===== config.mk =====
export PLATFORM = sky130hd
export DESIGN_NAME = two_wire_bitbang_byte_responder_core
export DESIGN_NICKNAME = d
export VERILOG_FILES = /design/src/design/bbr_pkg.sv /design/src/design/two_wire_bitbang_byte_responder_core.sv /design/src/design/bbr_step.sv
export VERILOG_INCLUDE_DIRS = /design/src /design/src/design
export SDC_FILE = /design/constraint.sdc
export NUM_CORES = 1
export LEC_CHECK = 0
export BUFFER_PORTS_ARGS = -buffer_cell sky130_fd_sc_hd__buf_2
export CAP_MARGIN = 20
export CELL_PAD_IN_SITES_DETAIL_PLACEMENT = 2
export CELL_PAD_IN_SITES_GLOBAL_PLACEMENT = 2
export CORE_MARGIN = 1
export CORE_UTILIZATION = 38
export DETAILED_ROUTE_END_ITERATION = 10
export GPL_ROUTABILITY_DRIVEN = 0
export PLACE_DENSITY = 0.79
export SKIP_LAST_GASP = 1
export SYNTH_ARGS = -nofsm -noshare
export SYNTH_HDL_FRONTEND = slang
export SYNTH_HIERARCHICAL = 1
export SYNTH_SLANG_ARGS = --single-unit

===== constraint.sdc =====
create_clock -name clk -period 2.88 [get_ports clk]
set_input_delay 0.576 -clock clk [delete_from_list [all_inputs] [get_ports clk]]
set_output_delay 0.576 -clock clk [all_outputs]
set_load 0.02 [all_outputs]

===== src/design/two_wire_bitbang_byte_responder_core_macros.svh =====
// Assertion macros used by the two-wire byte responder core.
`ifndef TWO_WIRE_BITBANG_BYTE_RESPONDER_CORE_MACROS_SVH
`define TWO_WIRE_BITBANG_BYTE_RESPONDER_CORE_MACROS_SVH

// Same-cycle implication, checked at every rising clock edge outside reset.
`define BBR_ASSERT_NOW(lbl, ante, cons, msg) \
	lbl: assert property (@(posedge clk) disable iff (!arst_n) (ante) |-> (cons)) \
		else $error(msg);

// Next-cycle implication, checked at every rising clock edge outside reset.
`define BBR_ASSERT_NEXT(lbl, ante, cons, msg) \
	lbl: assert property (@(posedge clk) disable iff (!arst_n) (ante) |=> (cons)) \
		else $error(msg);

`endif


===== src/design/bbr_pkg.sv =====
// Package with the types and constants of the two-wire byte responder.
`timescale 1ns / 1ps

package bbr_pkg;

	localparam int unsigned BYTE_W     = 8;
	localparam int unsigned COUNT_W    = 4;
	localparam int unsigned IN_DATA_W  = 16;
	localparam int unsigned OUT_DATA_W = 16;

	typedef enum logic {
		CMD_POLL  = 1'b0,
		CMD_START = 1'b1
	} cmd_t;

	typedef enum logic [1:0] {
		PH_RAISE     = 2'd0,
		PH_WAIT_HIGH = 2'd1,
		PH_WAIT_LOW  = 2'd2
	} phase_t;

	typedef struct packed {
		cmd_t              cmd;
		logic              start_read;
		logic [BYTE_W-1:0] write_byte;
		logic              pin_a;
		logic              pin_b;
	} item_t;

	typedef struct packed {
		logic               bootstrapping;
		logic               boot_stage;
		logic               clock_is_b;
		logic               reading;
		logic [BYTE_W-1:0]  shift_reg;
		phase_t             bit_phase;
		logic [COUNT_W-1:0] bits_done;
		logic               drive_a;
		logic               drive_b;
	} state_t;

	typedef struct packed {
		logic              drive_a;
		logic              drive_b;
		logic              byte_done;
		logic [BYTE_W-1:0] read_byte;
		logic              clock_on_b;
		logic              in_bootstrap;
	} result_t;

	localparam state_t STATE_RESET = '{
		bootstrapping: 1'b1,
		boot_stage:    1'b0,
		clock_is_b:    1'b0,
		reading:       1'b0,
		shift_reg:     '0,
		bit_phase:     PH_RAISE,
		bits_done:     COUNT_W'(BYTE_W),
		drive_a:       1'b1,
		drive_b:       1'b1
	};

endpackage


===== src/design/two_wire_bitbang_byte_responder_core.sv =====
// Top level of the two-wire bit-banged byte responder with stream ports.
// An accepted item enters the input register; its result leaves from the result register.
// Throughput: one item per cycle unless stalled; the state update is combinational.
// A stalled master side holds the result register and backs up into the input register.
// Asynchronous reset releases both wires, restarts clock detection and empties the registers.
`timescale 1ns / 1ps
`include "two_wire_bitbang_byte_responder_core_macros.svh"

module two_wire_bitbang_byte_responder_core
	import bbr_pkg::*;
(
	input  logic                  clk,
	input  logic                  arst_n,
	input  logic                  s_tvalid,
	output logic                  s_tready,
	// Fields from bit 0: start_read, write_byte[7:0], pin_a, pin_b, zero fill.
	input  logic [IN_DATA_W-1:0]  s_tdata,
	// Fields from bit 0: cmd.
	input  logic                  s_tuser,
	output logic                  m_tvalid,
	input  logic                  m_tready,
	// Fields from bit 0: drive_a, drive_b, byte_done, read_byte[7:0],
	// clock_on_b, in_bootstrap, zero fill.
	output logic [OUT_DATA_W-1:0] m_tdata
);

	logic    valid_s1;
	item_t   item_s1;
	logic    valid_s2;
	result_t res_s2;
	state_t  st_q;
	state_t  st_next;
	result_t res_next;
	logic    advance;

	assign advance  = valid_s1 && (!valid_s2 || m_tready);
	assign s_tready = !valid_s1 || advance;

	always_ff @(posedge clk or negedge arst_n) begin
		if (!arst_n) begin
			valid_s1 <= 1'b0;
		end else if (s_tready) begin
			valid_s1 <= s_tvalid;
		end
	end

	always_ff @(posedge clk) begin
		if (s_tready && s_tvalid) begin
			item_s1.cmd        <= cmd_t'(s_tuser);
			item_s1.start_read <= s_tdata[0];
			item_s1.write_byte <= s_tdata[BYTE_W:1];
			item_s1.pin_a      <= s_tdata[BYTE_W+1];
			item_s1.pin_b      <= s_tdata[BYTE_W+2];
		end
	end

	bbr_step u_step (
		.item (item_s1),
		.cur  (st_q),
		.nxt  (st_next),
		.res  (res_next)
	);

	always_ff @(posedge clk or negedge arst_n) begin
		if (!arst_n) begin
			st_q <= STATE_RESET;
		end else if (advance) begin
			st_q <= st_next;
		end
	end

	always_ff @(posedge clk or negedge arst_n) begin
		if (!arst_n) begin
			valid_s2 <= 1'b0;
		end else if (advance) begin
			valid_s2 <= 1'b1;
		end else if (m_tready) begin
			valid_s2 <= 1'b0;
		end
	end

	always_ff @(posedge clk) begin
		if (advance) begin
			res_s2 <= res_next;
		end
	end

	assign m_tvalid = valid_s2;
	assign m_tdata  = {3'b000, res_s2.in_bootstrap, res_s2.clock_on_b, res_s2.read_byte,
		res_s2.byte_done, res_s2.drive_b, res_s2.drive_a};

	`BBR_ASSERT_NOW(a_boot_stage_kept, !st_q.bootstrapping, st_q.boot_stage,
		"Clock chosen before bootstrap release.")
	`BBR_ASSERT_NOW(a_count_in_range, st_q.bits_done[COUNT_W-1],
		st_q.bits_done[COUNT_W-2:0] == '0, "Bit count past one byte.")
	`BBR_ASSERT_NEXT(a_start_not_done, advance && item_s1.cmd == CMD_START,
		!res_s2.byte_done && st_q.bits_done == '0, "Start item reported as done.")

endmodule


===== src/design/bbr_step.sv =====
// Next-state and result logic for one item of the two-wire byte responder.
`timescale 1ns / 1ps

module bbr_step
	import bbr_pkg::*;
(
	input  item_t   item,
	input  state_t  cur,
	output state_t  nxt,
	output result_t res
);

	logic clk_b;
	logic clk_level;
	logic dat_level;
	logic run;
	logic done;
	logic [COUNT_W-1:0] count_inc;

	always_comb begin
		nxt       = cur;
		done      = 1'b0;
		run       = 1'b0;
		clk_b     = cur.clock_is_b;
		count_inc = cur.bits_done + COUNT_W'(1);
		if (item.cmd == CMD_START) begin
			nxt.reading   = item.start_read;
			nxt.shift_reg = item.start_read ? '0 : item.write_byte;
			nxt.bit_phase = PH_RAISE;
			nxt.bits_done = '0;
		end else if (cur.bootstrapping) begin
			if (!cur.boot_stage) begin
				nxt.drive_a    = 1'b1;
				nxt.drive_b    = 1'b1;
				nxt.boot_stage = 1'b1;
			end else if (!item.pin_a) begin
				clk_b             = 1'b0;
				nxt.clock_is_b    = 1'b0;
				nxt.bootstrapping = 1'b0;
				run               = 1'b1;
			end else if (!item.pin_b) begin
				clk_b             = 1'b1;
				nxt.clock_is_b    = 1'b1;
				nxt.bootstrapping = 1'b0;
				run               = 1'b1;
			end
		end else begin
			run = 1'b1;
		end

		clk_level = clk_b ? item.pin_b : item.pin_a;
		dat_level = clk_b ? item.pin_a : item.pin_b;

		if (run) begin
			if (cur.bits_done[COUNT_W-1]) begin
				done = 1'b1;
			end else begin
				case (cur.bit_phase)
					PH_RAISE: begin
						if (clk_b) nxt.drive_b = 1'b1;
						else nxt.drive_a = 1'b1;
						nxt.bit_phase = PH_WAIT_HIGH;
					end
					PH_WAIT_HIGH: begin
						if (clk_level) begin
							if (cur.reading) begin
								if (clk_b) nxt.drive_a = 1'b1;
								else nxt.drive_b = 1'b1;
							end
							nxt.bit_phase = PH_WAIT_LOW;
						end
					end
					PH_WAIT_LOW: begin
						if (!clk_level) begin
							if (cur.reading) begin
								nxt.shift_reg = {cur.shift_reg[BYTE_W-2:0], dat_level};
							end else if (clk_b) begin
								nxt.drive_a = cur.shift_reg[~cur.bits_done[COUNT_W-2:0]];
							end else begin
								nxt.drive_b = cur.shift_reg[~cur.bits_done[COUNT_W-2:0]];
							end
							nxt.bits_done = count_inc;
							nxt.bit_phase = PH_RAISE;
							if (count_inc[COUNT_W-1]) begin
								if (clk_b) nxt.drive_b = 1'b0;
								else nxt.drive_a = 1'b0;
								done = 1'b1;
							end
						end
					end
					default: begin
						done = 1'b0;
					end
				endcase
			end
		end

		res.drive_a      = nxt.drive_a;
		res.drive_b      = nxt.drive_b;
		res.byte_done    = done;
		res.read_byte    = nxt.shift_reg;
		res.clock_on_b   = nxt.clock_is_b;
		res.in_bootstrap = nxt.bootstrapping;
	end

endmodule

Word-level counts from Yosys, hierarchy flattened:

Cells that the tools add are included.

* add/sub/neg operators: 1
* multipliers: 0
* divide/modulo/power cells: 0
* order comparisons: 1
* equal/unequal tests: 2
* shift-type cells: 0
* multiplexer cells: 51
* bitwise logic cells: 2
* reduce and logical (&&, ||, !) cells: 10

Operators with widths (count)
* $mux 16: 3
* $mux 1: 30
* $mux 8: 3
* $mux 2: 8
* $mux 14: 1
* $pmux 2 s3: 2
* $mux 3: 2
* $add 4x1->4 const B: 1
* $lt 3x4->1 const B: 1
* $mux 4: 1
* $bmux 1 s3: 1
* $not 3->3: 1
* $reduce_and 3->1: 1
* $eq 2x1->1 const B: 1
* $eq 2x2->1 const B: 1
* $logic_and 1x1->1: 2
* $logic_not 1->1: 2
* $logic_not 2->1: 1
* $logic_or 1x1->1: 2
* $reduce_and 2->1: 1
* $reduce_bool 2->1: 1
* $not 1->1: 1

* bits in registers: 47
* latch bits: 0
* memory bits (writable): 0
* memory bits (read-only): 0
* output and inout port bits: 18
* memories: 0

Logic depth before layout (Yosys ltp):

Gate-level depths: netlist of run 1.

* depth in word-level cells: 13
* gate-level depth with buffers: 8
* gate-level depth less buffers: 7

Modules after synthesis:

The synthesis of run 1 kept the hierarchy.

By module, submodules not included
* two_wire_bitbang_byte_responder_core: instances 1, cells an instance 80, area each 1706.6 µm², seq. area each 1306.3 µm²
* bbr_step: instances 1, cells an instance 121, area each 839.6 µm², seq. area each 0.0 µm²

Worst setup path before layout of run 1:

Ideal clock, no wire load.

* path kind: reg-to-reg
* start point: register st_q[19] (netlist bit)
* end point: register res_s2 (netlist bit m_tdata[0]), data pin
* setup time: 0.251 ns
* arrival: 1.878 ns
* path slack: 0.751 ns
* cell stages (with the launch flop): 8
* path buffers: 2
* clock period less this slack: 2.129 ns
* cells stage by stage: dfstp_2 -> buf_2 -> nor4bb_1 -> o21bai_2 -> nor2_1 -> and4_1 -> o32a_1 -> buf_4

RTL lines
* from (decl): RTL line two_wire_bitbang_byte_responder_core.sv:31 `state_t st_q;`
* from (signal assigned): RTL line two_wire_bitbang_byte_responder_core.sv:68 `st_q <= st_next;`
* to (signal assigned): RTL line two_wire_bitbang_byte_responder_core.sv:84 `res_s2 <= res_next;`
* to (decl): RTL line two_wire_bitbang_byte_responder_core.sv:30 `result_t res_s2;`

==> flow_summary.json, run 1 <==
{
  "avgRoutedWirePerCell_um": 19.93,
  "clock_latency_ps": 310,
  "slew_viol_final": 0,
  "cp-start-kind": "flop",
  "crit_type": "flop to flop",
  "status": "complete, but fails checks",
  "yosys-mux-area-fraction": 0.1415,
  "synth-main-ff-cell": "edfxtp_1",
  "synth-xor-area-share": 0.003440,
  "rows": 29,
  "syn_area_um2": 2546,
  "crit_fanout": 11,
  "finClkSkew_ps": 10.71,
  "yosys-top-cells-area": "edfxtp_1 (29%), dfrtp_1 (18%), mux2_4 (11%)",
  "yosys.area.top_type": "edfxtp_1",
  "seq_area_um2": 1306,
  "worst_slew_pin_slew_ps": 661.9,
  "maxCapViolations": 0,
  "dpl_worst_slack_ps": 571.1,
  "ctsResizeCount": 0,
  "track_usage": 0.1831,
  "slew_headroom": 0.5582,
  "antenna_found_initial": 0,
  "grt_pass1_vias": 1761,
  "hold_path.class": "primary input to asynchronous set/reset pin",
  "yosysUniqueCellTypes": 61,
  "clock_sinks": 47,
  "die_h_um": 83.86,
  "stdcell_count": 295,
  "multi_input_area_um2": 1039,
  "fmax_mhz": 420.7,
  "cts_setup_buffers": 0,
  "synth_edf_count": 25,
  "grt_pass1_wl_um": 9584,
  "yosys_warnings": 6,
  "grt_max_degree": 23,
  "io_buffers": 30,
  "synthArstFlopShare": 0.4681,
  "setup_violations": 0,
  "num-fill-cells": 642,
  "drc": 6,
  "place_inst": 287,
  "synth_top_family_by_area": "multiplexers",
  "routed_wl_um": 5880,
  "required_ps": 3090,
  "yosysSeqAreaShare": 0.5130,
  "synth_cells": 201,
  "vdd_drop_max_mv": 0.3108,
  "place_area_um2": 2633,
  "cts.reportedPaths.clkPinSlew_ps": 90,
  "worstSetupEndpointType": "flop",
  "core_um2": 6422,
  "rrSetupSlack_ps": 500,
  "gr-total-overflow": 0,
  "antenna_cells": 0,
  "layout_setup_ws_ps": 503.2,
  "period_needed_ps": 2377,
  "final_area_um2": 2745,
  "power_density_nw_per_um2": 671.5,
  "fin_crit_sh": 0.8253,
  "rsz0062_at_grt": "false",
  "p_leak_uw": 0.001175,
  "synth_fa_ha_area_frac": 0.004914,
  "synth-seq-cells": 47,
  "io_pins": 39,
  "htree_num_levels": 2,
  "violations": "DRC",
  "cts_buffers": 5,
  "die_w_um": 83.86,
  "cts_tree": "done",
  "vias": 1643,
  "start_util": 0.3965,
  "setup_tns_ps": 0,
  "clockRootBuffer": "clkbuf_8",
  "synth_compound_area_frac": 0.1376,
  "final_util": 0.4274,
  "clk_path_buf_depth": 2,
  "dieArea_um2": 7032,
  "area_growth_pct": 7.813,
  "synth.top_cell.area_share": 0.2948,
  "syn_avg_cell_area_um2": 12.67,
  "avgViaCountPerCell": 5.569,
  "fin_nets": 239,
  "holdBufCountCts": 0,
  "arrival_ps": 2590,
  "drive_gt1_frac": 0.3624,
  "firstDrtPassIters": 7,
  "drt_iter0_drc": 96,
  "hold_viol": 0,
  "hpwl_um": 3920,
  "ant_nets": 0,
  "synth_simple_gate_area_frac": 0.1160
}
==> final timing paths <==
check	start	end	cells past startpoint
worst max-delay path	st_q[19]$_DFFE_PN1P_	st_q[8]$_DFFE_PN0P_	6
worst min-delay path	arst_n	valid_s1$_DFFE_PN0P_	1
worst max register to register	st_q[19]$_DFFE_PN1P_	st_q[8]$_DFFE_PN0P_	6
worst min register to register	st_q[15]$_DFFE_PN0P_	st_q[15]$_DFFE_PN0P_	1
max in group asynchronous	arst_n	st_q[0]$_DFFE_PN1P_	1
min in group clk	s_tuser	item_s1[11]$_DFFE_PP_	1
==> cell type report <==
class	count	share of cell area
Timing Repair Buffer	32	0.06016
Clock buffer	5	0.02507
Multi-Input combinational cell	124	0.3783
Clock inverter	3	0.01595
Tap cell	77	0.03510
Inverter	7	0.009572
Sequential cell	47	0.4758
==> synthesized netlist by cell type, drive strengths merged (3+ instances only) <==
| master | instances |
|---|---|
| a2111oi | 3 |
| inv | 7 |
| nand2 | 12 |
| a22oi | 7 |
| nand2b | 4 |
| a21oi | 10 |
| clkbuf | 3 |
| dfrtp | 18 |
| mux2i | 3 |
| mux2 | 23 |
| nor2 | 11 |
| buf | 22 |
| edfxtp | 25 |
| and2 | 3 |
| nor2b | 3 |
| dfstp | 4 |
==> per-layer routing <==
layer,wire length [µm],GRT usage
met3,166,0.04451
met4,124,0.07210
met1,2675,0.2291
met2,2913,0.3048
met5,0,0
==> placed cells by master (no fill, tap or decap), drive strengths merged, types with 3 or more instances in the layout <==
cell type | Yosys | routed
mux2i | 3 | 3
dfrtp | 18 | 18
a2111oi | 3 | 3
clkbuf | 3 | 5
and2 | 3 | 3
nand2b | 4 | 4
buf | 22 | 32
edfxtp | 25 | 25
a21oi | 10 | 10
nand2 | 12 | 12
a22oi | 7 | 7
nor2b | 3 | 3
nor2 | 11 | 11
dfstp | 4 | 4
inv | 7 | 7
mux2 | 23 | 23
conb | 1 | 3
==> worst max-delay path: stages, from the launching register on <==
cell and delay [ps]:
dfstp_2 670, nor4bb_1 460, o21bai_2 290, mux2_2 380, nor2_1 110, a21oi_1 80
mux2_4 280
==> cells by family (layout without fill, tap and decap cells) <==
logic type / count (synthesis) / count (layout)
AOI/OAI and AO/OA: 44 / 44
and+or+nand+nor: 49 / 49
adders and majority gates: 1 / 1
other: 1 / 3
buffers and inverters: 32 / 47
muxes: 26 / 26
xor gates and xnor gates: 1 / 1
DFF: 47 / 47
==> state kept, by name (all words and copies together) (netlist names) <==
name,cells
item_s1,12
valid_s1,1
m_tdata,13
st_q,20
m_tvalid,1
==> power breakdown <==
group          internal, µW  total, µW  leakage, µW  switching [µW]
sequential              822        925     0.000515             102
combinational           208        422     0.000602             214
clock                   259        497    0.0000581             238
total                  1290       1840      0.00117             554
==> through the flow <==
step | hold WS (ps) | power (µW)
detailed placement | 519.2 | 1350
global route | 246.9 | 1931
global placement | 526.0 | 1325
CTS | 249.0 | 1864
finish | 233.5 | 1843
floorplan | 280.4 | 1271
No activity file was read; power rests on OpenSTA's default activity.
==> run 2: changes to the inputs <==
clock period = 2.4 ns   (was 2.88 ns; I/O delays follow)
==> flow_summary.json, run 2 (synthesis gave the netlist of run 1 again) <==
{
  "status": "complete, but fails checks",
  "violations": "DRC",
  "seq_area_um2": 1306,
  "vias": 1654,
  "die_w_um": 83.86,
  "top_register": "st_q",
  "power_density_nw_per_um2": 772.3,
  "layout_setup_ws_ps": 141.3,
  "ctsResizeCount": 0,
  "layout_common_cells": "buf_2 (30), edfxtp_1 (25), mux2_4 (19)",
  "grt_pass1_wl_um": 9770,
  "htree_num_levels": 2,
  "ant_nets": 0,
  "hpwl_um": 4126,
  "crit_chain": "nor4bb_1 > o21bai_2 > mux2_2 > nor2_1 > a21oi_1 > mux2_4",
  "setup_tns_ps": 0,
  "cts_tree": "done",
  "p_leak_uw": 0.001209,
  "cp.depth": 6,
  "grt_pass1_vias": 1885,
  "crit_buf_inv": 0,
  "cts.reportedPaths.clkPinSlew_ps": 100,
  "setup_violations": 0,
  "drt_iter0_drc": 90,
  "avgRoutedWirePerCell_um": 18.94,
  "hold_path.class": "primary input to asynchronous set/reset pin",
  "maxCapViolations": 0,
  "rrSetupSlack_ps": 140,
  "slew_viol_final": 0,
  "io_pins": 39,
  "io_buffers": 30,
  "clockRootBuffer": "clkbuf_8",
  "clk_path_buf_depth": 2,
  "core_um2": 6422,
  "r2r-end": "st_q[8]$_DFFE_PN0P_",
  "worst_slew_pin_slew_ps": 612.6,
  "cp_top_family": "multiplexers",
  "clock_latency_ps": 300,
  "rows": 29,
  "multi_input_area_um2": 1039,
  "track_usage": 0.1789,
  "dpl_worst_slack_ps": 142.8,
  "antenna_found_initial": 0,
  "holdBufCountCts": 0,
  "routed_wl_um": 5758,
  "die_h_um": 83.86,
  "slowest_stage": "dfstp_2",
  "layout_commonest_cell": "buf_2",
  "start_util": 0.3965,
  "gr-total-overflow": 0,
  "area_growth_pct": 9.926,
  "worstReg2RegStart": "st_q[19]$_DFFE_PN1P_",
  "grt_max_degree": 23,
  "drive_gt1_frac": 0.3877,
  "r2r_cells": 6,
  "crit_type": "flop to flop",
  "crit_path_max_incr_delay_ps": 580,
  "avgViaCountPerCell": 5.441,
  "hold_ws_ps": 151.8,
  "drc": 5,
  "period_needed_ps": 2259,
  "antenna_cells": 0,
  "hold_viol": 0,
  "largest_reg_flops": 20,
  "crit_fanout": 7,
  "vdd_drop_max_mv": 0.3595,
  "fin_nets": 248,
  "slew_headroom": 0.5901,
  "fmax_mhz": 442.7,
  "num-fill-cells": 667,
  "firstDrtPassIters": 7,
  "required_ps": 2590,
  "clock_sinks": 47,
  "cts_buffers": 5,
  "cp-start-kind": "flop",
  "final_area_um2": 2799,
  "finClkSkew_ps": 8.569,
  "rsz0062_at_grt": "false",
  "cts_setup_buffers": 0,
  "dieArea_um2": 7032,
  "arrival_ps": 2450,
  "place_area_um2": 2700,
  "worstSetupEndpointType": "flop",
  "fin_crit_sh": 0.9411
}
run 2: cell types whose count changed in the layout (fill, tap and decap cells not counted):
cell and change:
buf_4 +9, bufinv_16 -1, clkbuf_8 +1, clkinv_2 -1, clkinvlp_4 +1
run 2: area by class of cell:
class | instances | area share
Tap cell | 77 | 0.03442
Timing Repair Buffer | 41 | 0.08315
Clock inverter | 2 | 0.005811
Clock buffer | 6 | 0.02950
Multi-Input combinational cell | 124 | 0.3710
Sequential cell | 47 | 0.4667
Inverter | 7 | 0.009388
run 2: report_power, final:
group / internal, µW / switching (µW)
Sequential: 987 / 99.5
Combinational: 280 / 277
Clock: 236 / 283
run 2: how the worst max path moves through the flow:
stage                              start              endpoint
CTS                 st_q[19]$_DFFE_PN1P_   st_q[8]$_DFFE_PN0P_
finish              st_q[19]$_DFFE_PN1P_   st_q[8]$_DFFE_PN0P_
detailed placement  st_q[19]$_DFFE_PN1P_   st_q[8]$_DFFE_PN0P_
global route         st_q[2]$_DFFE_PN0P_   st_q[1]$_DFFE_PN1P_
floorplan           st_q[19]$_DFFE_PN1P_  m_tdata[0]$_DFFE_PP_
global placement    st_q[19]$_DFFE_PN1P_   st_q[8]$_DFFE_PN0P_
run 2: metal layers:
metal  track usage  vias to the layer above  share of wire
met4       0.05172                        0         0.0096
met3       0.02770                        5          0.030
li1              -                      773              -
met2        0.3055                       33           0.50
met5             0                        -              0
met1        0.2351                      843           0.46
run 2: through the flow:
stage	cells	util	power [µW]
3_5_place_dp	296	0.4204	1661
6_report	304	0.4358	2162
3_3_place_gp	296	0.4204	1630
5_1_grt	304	0.4358	2269
4_1_cts	304	0.4358	2181
2_1_floorplan	203	-	1525
run 2: worst register-to-register path: stages (launching register included):
cell,delay (ps)
dfstp_2,580
nor4bb_1,410
o21bai_2,300
mux2_2,380
nor2_1,120
a21oi_1,80
mux2_4,280
==> run 3: changes to the inputs <==
PLACE_DENSITY = 0.85   (was 0.79)
==> flow_summary.json, run 3 (synthesis gave the netlist of run 1 again) <==
{
  "power_density_nw_per_um2": 767.4,
  "io_pins": 39,
  "area_growth_pct": 10.22,
  "r2r-end": "st_q[1]$_DFFE_PN1P_",
  "grt_pass1_vias": 1887,
  "fmax_mhz": 432.3,
  "antenna_found_initial": 0,
  "crit_start": "st_q[2]$_DFFE_PN0P_",
  "ant_nets": 0,
  "final_util": 0.4370,
  "vdd_drop_max_mv": 0.3619,
  "crit_fanout": 12,
  "antenna_cells": 0,
  "grt_pass1_wl_um": 10420,
  "maxCapViolations": 0,
  "top_register": "st_q",
  "finClkSkew_ps": 9.403,
  "die_h_um": 83.86,
  "slowest_stage": "a2111oi_1",
  "setup_tns_ps": 0,
  "worstSetupEndpointType": "flop",
  "hold_viol": 0,
  "crit_type": "flop to flop",
  "place_area_um2": 2693,
  "layout_common_cells": "buf_2 (30), edfxtp_1 (25), mux2_4 (19)",
  "drc": 0,
  "cts.reportedPaths.clkPinSlew_ps": 90,
  "core_um2": 6422,
  "clockRootBuffer": "clkbuf_8",
  "cp-start-kind": "flop",
  "slew_viol_final": 0,
  "slew_headroom": 0.5658,
  "firstDrtPassIters": 4,
  "layout_setup_ws_ps": 86.67,
  "num-fill-cells": 663,
  "drt_iter0_drc": 66,
  "rrSetupSlack_ps": 90,
  "worstReg2RegStart": "st_q[2]$_DFFE_PN0P_",
  "holdBufCountCts": 0,
  "arrival_ps": 2550,
  "setup_violations": 0,
  "dpl_worst_slack_ps": 2.662,
  "period_needed_ps": 2313,
  "worst_slew_pin_slew_ps": 634.9,
  "io_buffers": 30,
  "clock_sinks": 47,
  "largest_reg_flops": 20,
  "vias": 1708,
  "htree_num_levels": 2,
  "routed_wl_um": 6398,
  "grt_max_degree": 23,
  "fin_crit_sh": 0.9639,
  "p_leak_uw": 0.001207,
  "cts_buffers": 5,
  "crit_path_max_incr_delay_ps": 580,
  "hold_ws_ps": 147.3,
  "start_util": 0.3965,
  "final_area_um2": 2806,
  "die_w_um": 83.86,
  "avgViaCountPerCell": 5.618,
  "r2r_cells": 6,
  "clk_path_buf_depth": 2,
  "rows": 29,
  "hpwl_um": 4455,
  "drive_gt1_frac": 0.3965,
  "clock_latency_ps": 310,
  "cts_tree": "done",
  "fin_nets": 248,
  "dieArea_um2": 7032,
  "status": "finished clean",
  "required_ps": 2630,
  "layout_commonest_cell": "buf_2",
  "rsz0062_at_grt": "false",
  "avgRoutedWirePerCell_um": 21.05,
  "track_usage": 0.1959,
  "crit_chain": "nor2b_1 > a2111oi_1 > nor4_1 > and4_1 > o32a_1 > mux2_4",
  "gr-total-overflow": 0,
  "hold_path.class": "primary input to asynchronous set/reset pin"
}
==> run 3: changes by cell type in the layout (fill, tap and decap cells not counted), sizes merged <==
| cell | change |
|---|---|
| clkbuf | -1 |
| clkinvlp | +1 |
==> run 3: how the worst max path moves through the flow <==
stage          slack [ps]  depth (start not counted)              endpoint
2_1_floorplan         270                          7  m_tdata[0]$_DFFE_PP_
3_3_place_gp          150                          6   st_q[8]$_DFFE_PN0P_
3_5_place_dp            3                          6   st_q[8]$_DFFE_PN0P_
4_1_cts                50                          6   st_q[8]$_DFFE_PN0P_
5_1_grt                40                          6   st_q[8]$_DFFE_PN0P_
6_report               90                          6   st_q[1]$_DFFE_PN1P_
==> run 3: metal layers <==
metal / share of wire / global-route usage / routed length (µm)
met5: 0 / 0 / 0
met4: 0.021 / 0.06740 / 132
met3: 0.038 / 0.03561 / 245
met2: 0.52 / 0.3428 / 3338
met1: 0.42 / 0.2426 / 2681
==> run 3: critical path: cells and delay by family, from the launching register on <==
kind | cells | cell delay, ps
AOI/OAI and AO/OA | 2 | 900
and+or+nand+nor | 3 | 540
muxes | 1 | 270
DFF | 1 | 530
==> run 3: report_power, final <==
part           switching, µW  leakage [µW]  internal (µW)  total (µW)
Sequential              98.4      0.000513            987        1090
Combinational            302      0.000654            281         583
Clock                    282     0.0000402            203         485
Total                    682       0.00121           1470        2150
==> run 3: timing repair <==
action	CTS	global route
setup endpoints to repair	3	1
resized for setup	3	1
setup buffers	0	1
==> run 3: through the flow <==
stage,total power [µW],instances
2_1_floorplan,1525,203
3_3_place_gp,1627,295
3_5_place_dp,1670,295
4_1_cts,2173,303
5_1_grt,2248,304
6_report,2154,304
==> run 3: cell type report <==
cell class | instances | area [µm²] | area share
Multi-Input combinational cell | 124 | 1055 | 0.3758
Clock inverter | 3 | 20.02 | 0.007133
Sequential cell | 47 | 1308 | 0.4659
Timing Repair Buffer | 41 | 232.7 | 0.08292
Inverter | 7 | 26.28 | 0.009362
Clock buffer | 5 | 68.82 | 0.02452
Tap cell | 77 | 96.34 | 0.03433
